### src/rtl/core/agdf_pkg.sv
// shared constants and types for the adaptive gain distance filter
`default_nettype none

package agdf_pkg;

  localparam int CHANNELS = 4;
  localparam int CH_W = 2;
  localparam int SAMPLE_W = 16;
  localparam int FILT_W = 24;
  localparam int FRAC_W = 8;
  localparam int GAIN_W = 17;
  localparam int DENOM_W = 17;
  localparam int DIFF_W = 25;
  localparam int ACC_W = 43;
  localparam int PROD_W = ACC_W - 16;
  localparam int NEXT_W = 28;
  localparam int CNT_W = 5;

  localparam logic [CNT_W-1:0] GAIN_STEPS = CNT_W'(GAIN_W);
  localparam logic [FILT_W-1:0] FILT_MAX = {FILT_W{1'b1}};

  localparam logic [SAMPLE_W-1:0] LIMIT_RESET = 16'd100;
  localparam logic [SAMPLE_W-1:0] EST_RESET = 16'd50;

  localparam logic REG_DISTANCE_LIMIT = 1'b0;
  localparam logic REG_ESTIMATE_ERROR = 1'b1;

  // operands handed to the serial gain and multiply unit
  typedef struct packed {
    logic [DENOM_W-1:0] denom;
    logic [SAMPLE_W-1:0] est;
    logic signed [DIFF_W-1:0] diff;
  } agdf_job_t;

  // write of one channel's state
  typedef struct packed {
    logic we;
    logic [CH_W-1:0] ch;
    logic [FILT_W-1:0] filt;
    logic [SAMPLE_W-1:0] sample;
  } agdf_wr_t;

endpackage

`default_nettype wire

### src/rtl/core/agdf_chan_store.sv
// per-channel filtered value and last sample registers
`default_nettype none

module agdf_chan_store import agdf_pkg::*; (
  input  wire logic                clk_i,
  input  wire logic                rst_ni,
  input  wire logic [CH_W-1:0]     rd_ch_i,
  output logic      [FILT_W-1:0]   rd_filt_o,
  output logic      [SAMPLE_W-1:0] rd_last_o,
  input  wire agdf_wr_t            wr_i
);

  logic [FILT_W-1:0]   filt_q [CHANNELS];
  logic [SAMPLE_W-1:0] last_q [CHANNELS];

  always_ff @(posedge clk_i or negedge rst_ni) begin
    if (!rst_ni) begin
      for (int i = 0; i < CHANNELS; i++) begin
        filt_q[i] <= '0;
        last_q[i] <= '0;
      end
    end else if (wr_i.we) begin
      filt_q[wr_i.ch] <= wr_i.filt;
      last_q[wr_i.ch] <= wr_i.sample;
    end
  end

  assign rd_filt_o = filt_q[rd_ch_i];
  assign rd_last_o = last_q[rd_ch_i];

endmodule

`default_nettype wire

### src/rtl/core/agdf_gain_mac.sv
// bit-serial gain divider fused with a horner multiply by the difference
`default_nettype none

module agdf_gain_mac import agdf_pkg::*; (
  input  wire logic                     clk_i,
  input  wire logic                     rst_ni,
  input  wire logic                     start_i,
  input  wire agdf_job_t                job_i,
  output logic                          done_o,
  output logic signed [PROD_W-1:0]      prod_o
);

  logic                      busy_q, busy_d;
  logic                      done_q, done_d;
  logic [CNT_W-1:0]          cnt_q, cnt_d;
  logic [DENOM_W-1:0]        rem_q, rem_d;
  logic [DENOM_W-1:0]        dvd_q, dvd_d;
  logic [DENOM_W-1:0]        denom_q, denom_d;
  logic signed [DIFF_W-1:0]  diff_q, diff_d;
  logic signed [ACC_W-1:0]   acc_q, acc_d;

  logic [DENOM_W:0]          trial;
  logic                      qbit;
  logic signed [ACC_W-1:0]   addend;

  // quotient bits come out msb first, so they feed the multiply directly
  assign trial  = {rem_q, dvd_q[DENOM_W-1]};
  assign qbit   = trial >= {1'b0, denom_q};
  assign addend = qbit ? {{(ACC_W-DIFF_W){diff_q[DIFF_W-1]}}, diff_q} : '0;

  always_comb begin
    busy_d  = busy_q;
    done_d  = 1'b0;
    cnt_d   = cnt_q;
    rem_d   = rem_q;
    dvd_d   = dvd_q;
    denom_d = denom_q;
    diff_d  = diff_q;
    acc_d   = acc_q;
    if (start_i) begin
      busy_d  = 1'b1;
      cnt_d   = GAIN_STEPS;
      // top dividend bits already shifted in: est >> 1 is below the divisor whenever est is nonzero
      rem_d   = {1'b0, job_i.est[SAMPLE_W-1:1]};
      dvd_d   = {job_i.est[0], {(DENOM_W-1){1'b0}}};
      denom_d = job_i.denom;
      diff_d  = (job_i.est == '0) ? '0 : job_i.diff;
      acc_d   = '0;
    end else if (busy_q) begin
      rem_d = qbit ? DENOM_W'(trial - {1'b0, denom_q}) : trial[DENOM_W-1:0];
      dvd_d = {dvd_q[DENOM_W-2:0], 1'b0};
      acc_d = (acc_q <<< 1) + addend;
      cnt_d = cnt_q - 1'b1;
      if (cnt_q == CNT_W'(1)) begin
        busy_d = 1'b0;
        done_d = 1'b1;
      end
    end
  end

  always_ff @(posedge clk_i or negedge rst_ni) begin
    if (!rst_ni) begin
      busy_q <= 1'b0;
      done_q <= 1'b0;
      cnt_q  <= '0;
    end else begin
      busy_q <= busy_d;
      done_q <= done_d;
      cnt_q  <= cnt_d;
    end
  end

  always_ff @(posedge clk_i) begin
    rem_q   <= rem_d;
    dvd_q   <= dvd_d;
    denom_q <= denom_d;
    diff_q  <= diff_d;
    acc_q   <= acc_d;
  end

  assign done_o = done_q;
  // floor of product / 2^16
  assign prod_o = acc_q[ACC_W-1:ACC_W-PROD_W];

endmodule

`default_nettype wire

### src/rtl/core/adaptive_gain_distance_filter_core.sv
// adaptive gain distance filter top level
// a zero sample is dropped and returns the core to idle with no result
// each word runs through the 17-step serial gain divider and multiply
// one word is in work at a time; a finished result waits in the output register
// reset: asynchronous active low, clears all channel state and restores both registers
`default_nettype none

module adaptive_gain_distance_filter_core import agdf_pkg::*; (
  input  wire logic                clk_i,
  input  wire logic                rst_ni,
  input  wire logic                cfg_we_i,
  input  wire logic                cfg_index_i,
  input  wire logic [SAMPLE_W-1:0] cfg_data_i,
  input  wire logic                in_valid_i,
  output logic                     in_stall_o,
  input  wire logic [CH_W-1:0]     channel_i,
  input  wire logic [SAMPLE_W-1:0] raw_distance_i,
  output logic                     out_valid_o,
  input  wire logic                out_stall_i,
  output logic      [CH_W-1:0]     out_channel_o,
  output logic      [FILT_W-1:0]   filtered_distance_o
);

  localparam logic [1:0] S_IDLE = 2'd0;
  localparam logic [1:0] S_PREP = 2'd1;
  localparam logic [1:0] S_RUN  = 2'd2;
  localparam logic [1:0] S_FIN  = 2'd3;

  logic [1:0]          state_q, state_d;
  logic [SAMPLE_W-1:0] limit_q, est_q;
  logic [CH_W-1:0]     ch_q;
  logic [SAMPLE_W-1:0] smp_q, smp_d;
  logic                out_valid_q, out_valid_d;
  logic [CH_W-1:0]     out_ch_q;
  logic [FILT_W-1:0]   out_filt_q;

  logic                in_acc;
  logic [FILT_W-1:0]   rd_filt;
  logic [SAMPLE_W-1:0] rd_last;
  logic [SAMPLE_W-1:0] err;
  agdf_job_t           job;
  logic                start;
  logic                done;
  logic signed [PROD_W-1:0] prod;
  logic signed [NEXT_W-1:0] next_sum;
  logic [FILT_W-1:0]   next_filt;
  logic                out_load;
  agdf_wr_t            wr;

  assign in_stall_o = state_q != S_IDLE;
  assign in_acc     = in_valid_i && !in_stall_o;
  assign smp_d      = (raw_distance_i > limit_q) ? limit_q : raw_distance_i;

  agdf_chan_store u_store (
    .clk_i,
    .rst_ni,
    .rd_ch_i   (ch_q),
    .rd_filt_o (rd_filt),
    .rd_last_o (rd_last),
    .wr_i      (wr)
  );

  assign err       = (smp_q >= rd_last) ? smp_q - rd_last : rd_last - smp_q;
  assign job.denom = {1'b0, est_q} + {1'b0, err};
  assign job.est   = est_q;
  assign job.diff  = $signed({1'b0, smp_q, {FRAC_W{1'b0}}}) - $signed({1'b0, rd_filt});

  assign start = (state_q == S_PREP) && (smp_q != '0)
                 && (32'(ch_q) < 32'(CHANNELS));

  agdf_gain_mac u_mac (
    .clk_i,
    .rst_ni,
    .start_i (start),
    .job_i   (job),
    .done_o  (done),
    .prod_o  (prod)
  );

  assign next_sum = $signed({{(NEXT_W-FILT_W){1'b0}}, rd_filt})
                    + $signed({prod[PROD_W-1], prod});

  always_comb begin
    if (next_sum[NEXT_W-1]) begin
      next_filt = '0;
    end else if (next_sum[NEXT_W-2:FILT_W] != '0) begin
      next_filt = FILT_MAX;
    end else begin
      next_filt = next_sum[FILT_W-1:0];
    end
  end

  assign out_load  = (state_q == S_FIN) && (!out_valid_q || !out_stall_i);
  assign wr.we     = out_load;
  assign wr.ch     = ch_q;
  assign wr.filt   = next_filt;
  assign wr.sample = smp_q;

  always_comb begin
    state_d = state_q;
    case (state_q)
      S_IDLE: begin
        if (in_acc) state_d = S_PREP;
      end
      S_PREP: begin
        state_d = start ? S_RUN : S_IDLE;
      end
      S_RUN: begin
        if (done) state_d = S_FIN;
      end
      S_FIN: begin
        if (out_load) state_d = S_IDLE;
      end
      default: begin
        state_d = S_IDLE;
      end
    endcase
  end

  always_comb begin
    out_valid_d = out_valid_q && out_stall_i;
    if (out_load) out_valid_d = 1'b1;
  end

  always_ff @(posedge clk_i or negedge rst_ni) begin
    if (!rst_ni) begin
      state_q     <= S_IDLE;
      out_valid_q <= 1'b0;
      limit_q     <= LIMIT_RESET;
      est_q       <= EST_RESET;
    end else begin
      state_q     <= state_d;
      out_valid_q <= out_valid_d;
      if (cfg_we_i) begin
        case (cfg_index_i)
          REG_DISTANCE_LIMIT: limit_q <= cfg_data_i;
          REG_ESTIMATE_ERROR: est_q   <= cfg_data_i;
          default: begin
          end
        endcase
      end
    end
  end

  always_ff @(posedge clk_i) begin
    if (in_acc) begin
      ch_q  <= channel_i;
      smp_q <= smp_d;
    end
    if (out_load) begin
      out_ch_q   <= ch_q;
      out_filt_q <= next_filt;
    end
  end

  assign out_valid_o         = out_valid_q;
  assign out_channel_o       = out_ch_q;
  assign filtered_distance_o = out_filt_q;

endmodule

`default_nettype wire

### config.mk
export PLATFORM = sky130hd
export DESIGN_NAME = adaptive_gain_distance_filter_core
export DESIGN_NICKNAME = d
export VERILOG_FILES = /design/src/rtl/core/agdf_pkg.sv /design/src/rtl/core/agdf_chan_store.sv /design/src/rtl/core/agdf_gain_mac.sv /design/src/rtl/core/adaptive_gain_distance_filter_core.sv
export SDC_FILE = /design/constraint.sdc
export NUM_CORES = 1
export LEC_CHECK = 0
export ABC_AREA = 1
export BUFFER_PORTS_ARGS = -buffer_cell sky130_fd_sc_hd__buf_2
export CORE_MARGIN = 4
export CORE_UTILIZATION = 25
export DETAILED_ROUTE_END_ITERATION = 16
export PLACE_DENSITY_LB_ADDON = 0.08
export SETUP_SLACK_MARGIN = 0.15
export SLEW_MARGIN = 20
export SYNTH_ARGS = -nofsm -noshare
export SYNTH_HDL_FRONTEND = slang
export SYNTH_SLANG_ARGS = --single-unit
### constraint.sdc
create_clock -name clk_i -period 7 [get_ports clk_i]
set_clock_uncertainty 0.1 [all_clocks]
set_input_delay 0.35 -clock clk_i [delete_from_list [all_inputs] [get_ports clk_i]]
set_output_delay 0.35 -clock clk_i [all_outputs]
set_load 0.01 [all_outputs]
[Word-level counts from Yosys, hierarchy flattened]
Index checks and enable logic that the tools add are counted.
Storage, ports and cells
  register bits after elaboration: 349
  bits of input ports: 40
  logic and storage cells: 101
Cells by class
  add/subtract/negate cells: 8
  $lt $le $gt $ge: 5
  equality and inequality tests: 7
  muxes and demuxes: 36
  bitwise gates (word level): 2
  reductions and logical operators: 18
Operators by type and width (number)
  $mux W24: 5
  $bwmux W96: 1
  $mux W16: 5
  $bwmux W64: 1
  $mux W17: 3
  $bmux W24 S2: 1
  $demux W24 S2: 1
  $add A43 B43 Y43: 1
  $mux W43: 1
  $bmux W16 S2: 1
  $demux W16 S2: 1
  $sub A16 B16 Y16: 2
  $mux W15: 2
  $add A25 B27 Y28: 1
  $sub A24 B24 Y25: 1
  $ge A18 B17 Y1: 1
  $add A16 B16 Y17: 1
  $sub A17 B17 Y17: 1
  $ge A16 B16 Y1: 1
  $gt A16 B16 Y1: 1
  $logic_not A16 Y1: 1
  $reduce_bool A16 Y1: 1
  $mux W5: 2
  $mux W2: 4
  other kinds (20): 36

[Logic depth before layout (Yosys ltp)]
Gate-level depths: netlist of the first run.
  word-level depth: 9
  mapped depth: 35
  gate-level depth less buffers: 32

[Cells and area by module]
From an unflattened synthesis of the first run, not the netlist that was laid out.
Second synthesis, totals
  cells, all modules: 3620
  area total of the unflattened synthesis: 25414.4 um^2
By module, submodules not included
  adaptive_gain_distance_filter_core: instances 1, cells each 1406, area each 9345.2 um^2, sequential area each 2204.6 um^2
  agdf_chan_store: instances 1, cells each 1171, area each 8426.8 um^2, sequential area each 4003.8 um^2
  agdf_gain_mac: instances 1, cells each 1043, area each 7642.3 um^2, sequential area each 2817.7 um^2

[Least setup slack after synthesis of the first run]
No wires, ideal clock.
  path kind: flip-flop to flip-flop
  start point: reg ch_q[1]
  end point: reg u_mac.denom_q[14] (data pin)
  setup time: 0.265 ns
  arrival time: 4.926 ns
  slack: 1.709 ns
  cell stages (with the launch flop): 34
  period minus slack after synthesis: 5.291 ns
  cells stage by stage: edfxtp_1 > nor2_2 > buf_4 > clkinv_1 > clkbuf_1 > o22ai_1 > a21oi_1 > o21a_1 > inv_1 > ha_1 > inv_1 > fa_1 > nand2_1 > nand2_1 > nand3_1 > o211ai_1 > nand2_1 > nand3_1 > buf_2 > o21ai_0 > xor2_1 > inv_1 > ha_1 > inv_1 > o21ai_0 > a21oi_1 > o21ai_0 > nand2_1 > nand2_1 > a21oi_1 > o21ai_0 > a21oi_1 > o21ai_0 > xor2_1
RTL lines
  start, declared: RTL line adaptive_gain_distance_filter_core.sv:31  | logic [CH_W-1:0] ch_q;
  start signal, assigned: RTL line adaptive_gain_distance_filter_core.sv:147  | ch_q <= channel_i;
  end signal, assigned: RTL line agdf_gain_mac.sv:76  | denom_q <= denom_d;
  end, declared: RTL line agdf_gain_mac.sv:18  | logic [DENOM_W-1:0] denom_q, denom_d;

==> results of run 1 <==
## synthesized netlist by cell type (11+ instances only)
| library cell | n |
|---|---|
| xnor2_1 | 33 |
| nor3_1 | 13 |
| ha_1 | 146 |
| xor2_1 | 46 |
| o21ai_0 | 250 |
| o22ai_1 | 22 |
| nand4_1 | 16 |
| o21a_1 | 33 |
| dfxtp_1 | 45 |
| inv_1 | 408 |
| edfxtp_1 | 102 |
| nor2_1 | 166 |
| o41ai_1 | 11 |
| nand2_1 | 688 |
| dfrtp_1 | 196 |
| buf_2 | 14 |
| nand3_1 | 202 |
| a22oi_1 | 29 |
| clkbuf_1 | 72 |
| inv_2 | 12 |
| o211ai_1 | 20 |
| a21oi_1 | 246 |
| o21ai_1 | 20 |
| nor2_2 | 11 |
| nand2_2 | 15 |
## layer usage
metal / share of wire, % / track usage, % / vias to the layer above
li1: - / - / 10100
met1: 49 / 24.1 / 9579
met2: 44 / 26.4 / 347
met3: 4.6 / 2.85 / 110
met4: 2.4 / 4.29 / 0
met5: 0 / 0 / -
## state kept, by name (all words and copies together) (netlist names), named ones only
register,flops
u_store.filt_q,96
u_store.last_q,64
u_mac.acc_q,43
u_mac.diff_q,25
filtered_distance_o,24
u_mac.denom_q,17
u_mac.rem_q,17
est_q,16
limit_q,16
smp_q,16
u_mac.cnt_q,5
ch_q,2
out_channel_o,2
out_valid_o,1
state_q,1
u_mac.busy_q,1
u_mac.done_o,1
u_mac.dvd_q,1
## worst max-delay path: stages, from the launching register on
cell and delay (ns):
edfxtp_1 0.52, nand2_4 0.18, inv_2 0.71, a21oi_1 0.16
o21a_1 0.18, fa_1 0.46, nand2_1 0.09, nand2_1 0.07
nand3_1 0.09, o211ai_1 0.16, nand2_1 0.09, nand3_1 0.34
o21ai_0 0.48, inv_1 0.11, fa_1 0.44, nor2_1 0.12
a21oi_1 0.12, o21ai_0 0.47, nand2_1 0.10, nand2_1 0.08
a21oi_1 0.08, o21ai_0 0.28, a21oi_1 0.11, o21ai_0 0.19
xor2_1 0.09
## metrics by stage
| stage | setup WS [ns] | cell area [µm²] |
|---|---|---|
| after global placement | 0.914 | 24400 |
| after global routing | 0.169 | 26400 |
| after CTS | 0.810 | 26400 |
| after detailed placement | 0.804 | 24400 |
| after floorplan | 1.71 | 22700 |
| final | 0.910 | 26400 |
## final timing paths
| kind | start | slack, ns | depth (start not counted) | endpoint |
|---|---|---|---|---|
| worst max register to register | ch_q[0] | 0.91 | 24 | u_mac.denom_q[14] |
| min in group asynchronous | rst_ni | 0.19 | 2 | u_store.filt_q[71] |
| worst min-delay path | cfg_data_i[14] | 0.04 | 3 | est_q[14] |
| max in group asynchronous | rst_ni | 5.20 | 3 | out_valid_o |
| worst min register to register | u_mac.acc_q[12] | 0.36 | 2 | u_mac.acc_q[12] |
| worst max-delay path | ch_q[0] | 0.91 | 24 | u_mac.denom_q[14] |
## cell type report
type | count | area, µm² | share of cell area, %
Clock buffer | 63 | 1320 | 4.99
Inverter | 422 | 1580 | 6.01
Sequential cell | 349 | 9030 | 34.2
Timing Repair Buffer | 129 | 908 | 3.45
Clock inverter | 24 | 352 | 1.33
Tap cell | 1176 | 1470 | 5.58
Multi-Input combinational cell | 2096 | 11700 | 44.4
## kinds of logic (layout without fill, tap and decap cells)
kind of cell / count (synthesis) / in the layout / share of synthesized area, %
compound gates: 706 / 706 / 18.0
flops: 349 / 349 / 39.7
fa+ha+maj: 152 / 152 / 8.57
xor+xnor: 79 / 79 / 3.05
mux: 4 / 4 / 0.176
simple gates: 1155 / 1155 / 21.5
buf+inv: 525 / 638 / 9.00
## timing repair
| action | 4_1_cts | 5_1_grt |
|---|---|---|
| hold buffers | 29 | 0 |
| setup endpoints to repair | 0 | 0 |
| endpoints found under the hold margin | 89 | 0 |
==> impl_metrics.csv, run 1 <==
group,metric,value,unit
outcome,run_status,"completed",
clock_tree,h-tree-depth,2,
synthesis,ys_warn_count,0,
timing,rsz0062_at_grt,"false",
synthesis,synth_enable_flop_cells,102,
finish,mostFrequentLayoutCell,"nand2_1",
floorplanning,die_y,309,µm
timing,min_period,6.09,ns
grt,grt_usage,16.9,%
floorplanning,initial_core_util,25.2,%
routing,first_pass_iters,8,
clock_tree,clock-sinks,349,
clock_tree,clockBufferDepth,3,
floorplanning,dieArea,0.0958,mm²
clock_tree,path_clk_slew,0.06,ns
synthesis,ys_types,61,
floorplanning,fp.dieW,309,µm
timing,period_share,87.0,%
clock_tree,cts_buffers,47,
timing,fin_tns_setup,0,ns
routing,via_count,20100,
finish,final_nets,3237,
synthesis,syn_avg_cell_area,7.65,µm²
synthesis,synth_fp_nets,3162,
timing,slew_violations,0,
routing,ant_nets,0,
grt,grt_pass1_vias,20400,
routing,viasPerCell,4.72,
synthesis,syn_area,0.0227,mm²
timing,setup_viol_count_final,0,
min_path,hold_class,"in2reg",
synthesis,synth-main-ff-cell,"dfrtp_1",
worst_setup_path,crit_type,"reg2reg",
finish,syn2layout_area_growth,16.0,%
timing,hold-worst-slack,0.0425,ns
floorplanning,io_pins,68,
clock_tree,post-cts-setup-buffer-count,0,
routing,drtIter0Drc,1331,
clock_tree,cts_tree,"yes",
routing,drc,0,
worst_setup_path,cp.required,7.25,ns
timing,slew_headroom,28.4,%
synthesis,async_flop_share,57.9,%
worst_setup_path,start_kind,"register",
clock_tree,cts_resized,0,
finish,final_cells,4259,
routing,wl_per_cell,19.0,µm
finish,final_cell_mix,"688 x nand2_1, 404 x inv_1, 250 x o21ai_0",
clock_tree,cts-root-buf,"clkbuf_16",
grt,grt_max_degree,155,
grt,grt_antenna_before_repair,1,
worst_setup_path,critPathArrivalTime,6.34,ns
floorplanning,rows,110,
routing,finalWirelength,81100,µm
placement,numPlacedInstances,4143,
timing,worst_pin_slew,1.07,ns
worst_setup_path,worstPathMaxFanout,32,
finish,diodes,0,
finish,post-route-util,29.2,%
synthesis,synth-seq-area-share,39.7,%
clock_tree,worstSkewPairLatency,0.61,ns
synthesis,yosysTopAreaCell,"dfrtp_1",
grt,grt_pass1_wl,124000,µm
finish,drive_gt1_share,8.53,%
placement,io_buffers,67,
grt,grt_remaining_overflow,0,
floorplanning,core_area,0.0901,mm²
synthesis,synth_top_area_share,21.6,%
synthesis,syn-instance-count,2970,
flow_run,drv_cap,0,
timing,hold_violations,0,
finish,n_fill_cell,9731,
placement,place_congestion,0.865,
timing,timing.fmax,164,MHz
synthesis,ys_seq_elements,349,
synthesis,yosys-top-cells-area,"dfrtp_1 22%, edfxtp_1 13%, nand2_1 11%",
worst_setup_path,end_kind,"register",
placement,hpwlAfterDp,59300,µm
Power of run 1 is not shown: default switching activity piles up to over one toggle a cycle in this logic, so the estimate is an artifact.
==> inputs of run 2 (changes only) <==
- ABC_AREA: 1 -> unset
==> run 2 against run 1 <==
Net effect: critical path depth shrank 2; design area shrank 5.2%; highest routed layer is now met5; critical endpoint unchanged; register-to-register slack gained 0.11 ns; cell count shrank 20%; critical path type unchanged; flip-flop and latch count is the same; hold slack lost 0.0046 ns; routed wire length shrank 15%; non-clock buffer count shrank 7; maximum frequency grew 1.8%.
==> impl_metrics.csv, run 2 <==
group,metric,value,unit
worst_setup_path,r2r_slack,1.02,ns
timing,timing.fmax,167,MHz
worst_setup_path,worst_r2r_path_depth,22,
synthesis,async_flop_share,57.9,%
placement,hpwlAfterDp,50900,µm
clock_tree,clock-sinks,349,
synthesis,synth-seq-area-share,41.7,%
worst_setup_path,critical-path-slowest-cell,"edfxtp_1",
worst_setup_path,crit_type,"reg2reg",
timing,slew_headroom,32.5,%
routing,ant_nets,0,
routing,first_pass_iters,5,
synthesis,synth-main-ff-cell,"dfrtp_1",
worst_setup_path,slowest_delay,0.73,ns
timing,setup_viol_count_final,0,
synthesis,ys_seq_elements,349,
clock_tree,cts_tree,"yes",
flow_run,drv_cap,0,
worst_setup_path,critPathArrivalTime,6.20,ns
routing,via_count,16400,
grt,grt_antenna_before_repair,3,
grt,grt_pass1_vias,16800,
timing,min_period,5.98,ns
synthesis,synth_fp_nets,2327,
routing,drtIter0Drc,1014,
worst_setup_path,cp.required,7.22,ns
synthesis,syn_avg_cell_area,10.1,µm²
clock_tree,cts-root-buf,"clkbuf_16",
synthesis,yosysTopAreaCell,"dfrtp_1",
clock_tree,cts_buffers,44,
outcome,run_status,"completed",
floorplanning,rows,107,
synthesis,synth_enable_flop_cells,102,
synthesis,ys_types,83,
worst_setup_path,end_kind,"register",
timing,hold_violations,0,
clock_tree,clockBufferDepth,3,
grt,grt_pass1_wl,106000,µm
clock_tree,cts_resized,0,
clock_tree,path_clk_slew,0.06,ns
min_path,worstHoldStart,"raw_distance_i[7]",
routing,finalWirelength,68900,µm
synthesis,syn-instance-count,2135,
floorplanning,dieArea,0.0913,mm²
timing,fin_tns_setup,0,ns
clock_tree,worstSkewPairLatency,0.58,ns
min_path,hold_class,"in2reg",
clock_tree,post-cts-setup-buffer-count,0,
timing,worst_pin_slew,1.00,ns
synthesis,yosys-top-cells-area,"dfrtp_1 23%, edfxtp_1 14%, ha_1 8.4%",
routing,wl_per_cell,20.3,µm
floorplanning,initial_core_util,25.3,%
finish,final_nets,2399,
finish,final_cell_mix,"195 x dfrtp_1, 151 x nand2_1, 146 x mux2_2, 146 x ha_1, 141 x a21oi_1",
floorplanning,core_area,0.0855,mm²
clock_tree,h-tree-depth,2,
finish,syn2layout_area_growth,15.6,%
floorplanning,die_y,302,µm
synthesis,ys_warn_count,0,
timing,period_share,85.5,%
min_path,hold_end,"smp_q[7]",
grt,grt_remaining_overflow,0,
clock_tree,cts-hold-fix-buffers,24,
synthesis,syn_area,0.0216,mm²
placement,io_buffers,67,
floorplanning,io_pins,68,
timing,rsz0062_at_grt,"false",
worst_setup_path,worstPathMaxFanout,20,
placement,place_congestion,0.817,
timing,slew_violations,0,
finish,largest_reg_flops,96,
min_path,hold_depth,2,
finish,drive_gt1_share,17.6,%
floorplanning,fp.dieW,302,µm
worst_setup_path,reg2reg_from,"ch_q[0]",
synthesis,yosysMostFrequentCell,"dfrtp_1",
grt,grt_usage,15.1,%
grt,grt_max_degree,92,
routing,viasPerCell,4.84,
finish,mostFrequentLayoutCell,"dfrtp_1",
synthesis,yosys-top-cells-count,"196 x dfrtp_1, 152 x nand2_1, 146 x ha_1, 146 x mux2_2, 141 x a21oi_1",
worst_setup_path,start_kind,"register",
finish,reg_top3,"u_store.filt_q x96, u_store.last_q x64, u_mac.acc_q x43",
synthesis,synth_top_area_share,22.7,%
finish,top_register,"u_store.filt_q",
worst_setup_path,rr_endpoint,"u_mac.denom_q[14]",
finish,n_fill_cell,8890,
routing,drc,0,
worst_setup_path,crit_path_cell_trace,"mux4_2 > ha_1 > a21oi_1 > a21oi_1 > o41ai_1 > a21oi_1 > o2111ai_1 > nand2_1 > buf_4 > nand3_1 > o21ai_0 > xnor2_1 > ha_1 > o21ai_0 > a21boi_0 > o21ai_0 > a21boi_0 > o21ai_0 > a21o_1 > a21oi_1 > a31oi_1 > xnor2_1",
-- run 2: changes by cell type in the layout (fill, tap and decap cells not counted), moves of 104 or more --
| cell | delta |
|---|---|
| a21oi_1 | -104 |
| mux2_2 | +146 |
| o21ai_0 | -111 |
| inv_1 | -265 |
| nand2_1 | -537 |
| nand3_1 | -155 |
-- run 2: how the worst max path moves through the flow --
stage,startpoint,cells past startpoint,endpoint
3_3_place_gp,ch_q[0],22,u_mac.denom_q[14]
6_report,ch_q[0],22,u_mac.denom_q[14]
3_5_place_dp,ch_q[0],22,u_mac.denom_q[14]
4_1_cts,ch_q[0],22,u_mac.denom_q[14]
5_1_grt,ch_q[0],22,u_mac.denom_q[14]
2_1_floorplan,ch_q[0],27,u_mac.denom_q[16]
-- run 2: critical path, delay by kind of cell (launching register included) --
kind            cells  cell delay (ns)
flops               1             0.73
xor+xnor            2             0.30
mux                 1             0.59
compound gates     14             2.78
fa+ha+maj           2             0.71
buf+inv             1             0.25
simple gates        2             0.26
-- run 2: routing by layer --
layer  GRT usage, %  up-vias  part of all wire (%)
li1               -     7936                     -
met1           22.4     8129                    50
met2           23.2      257                    44
met3           2.19       79                   3.7
met4           3.59        2                   2.2
met5              0        -                 0.010
-- run 2: layout make-up --
class                   instances  area, µm²  area share (%)
multi-input cells            1550      11700            47.0
flip-flops and latches        349       9030            36.1
well taps                    1144       1430            5.73
clock buffers                  61       1240            4.94
repair buffers                122        817            3.27
inverters                     140        527            2.11
clock inverters                21        214           0.856
diodes                          1       2.50          0.0100
-- run 2: cells by family after synthesis --
family                   Yosys count  share of synthesized area, %
XOR/XNOR                          97                          3.93
AO/OA/AOI/OAI                    502                          14.7
multiplexers                     214                          13.1
AND/OR/NAND/NOR                  585                          13.3
flip-flops                       349                          41.7
buffers and inverters            236                          4.13
adder cells (fa/ha/maj)          152                          9.00
-- run 2: stage by stage --
stage | setup WS, ns | area, µm² | util, % | instances | hold WS (ns)
CTS | 0.977 | 25000 | 29.2 | 3387 | 0.00641
floorplan | 0.238 | 21600 | - | 2135 | -0.0456
detailed placement | 1.00 | 23300 | 27.2 | 3281 | 0.363
global placement | 1.02 | 23300 | 27.2 | 3281 | 0.358
global route | 0.363 | 25000 | 29.2 | 3387 | 0.0153
finish | 1.02 | 25000 | 29.2 | 3388 | 0.0379
Power of run 2 is left out for the same reason.
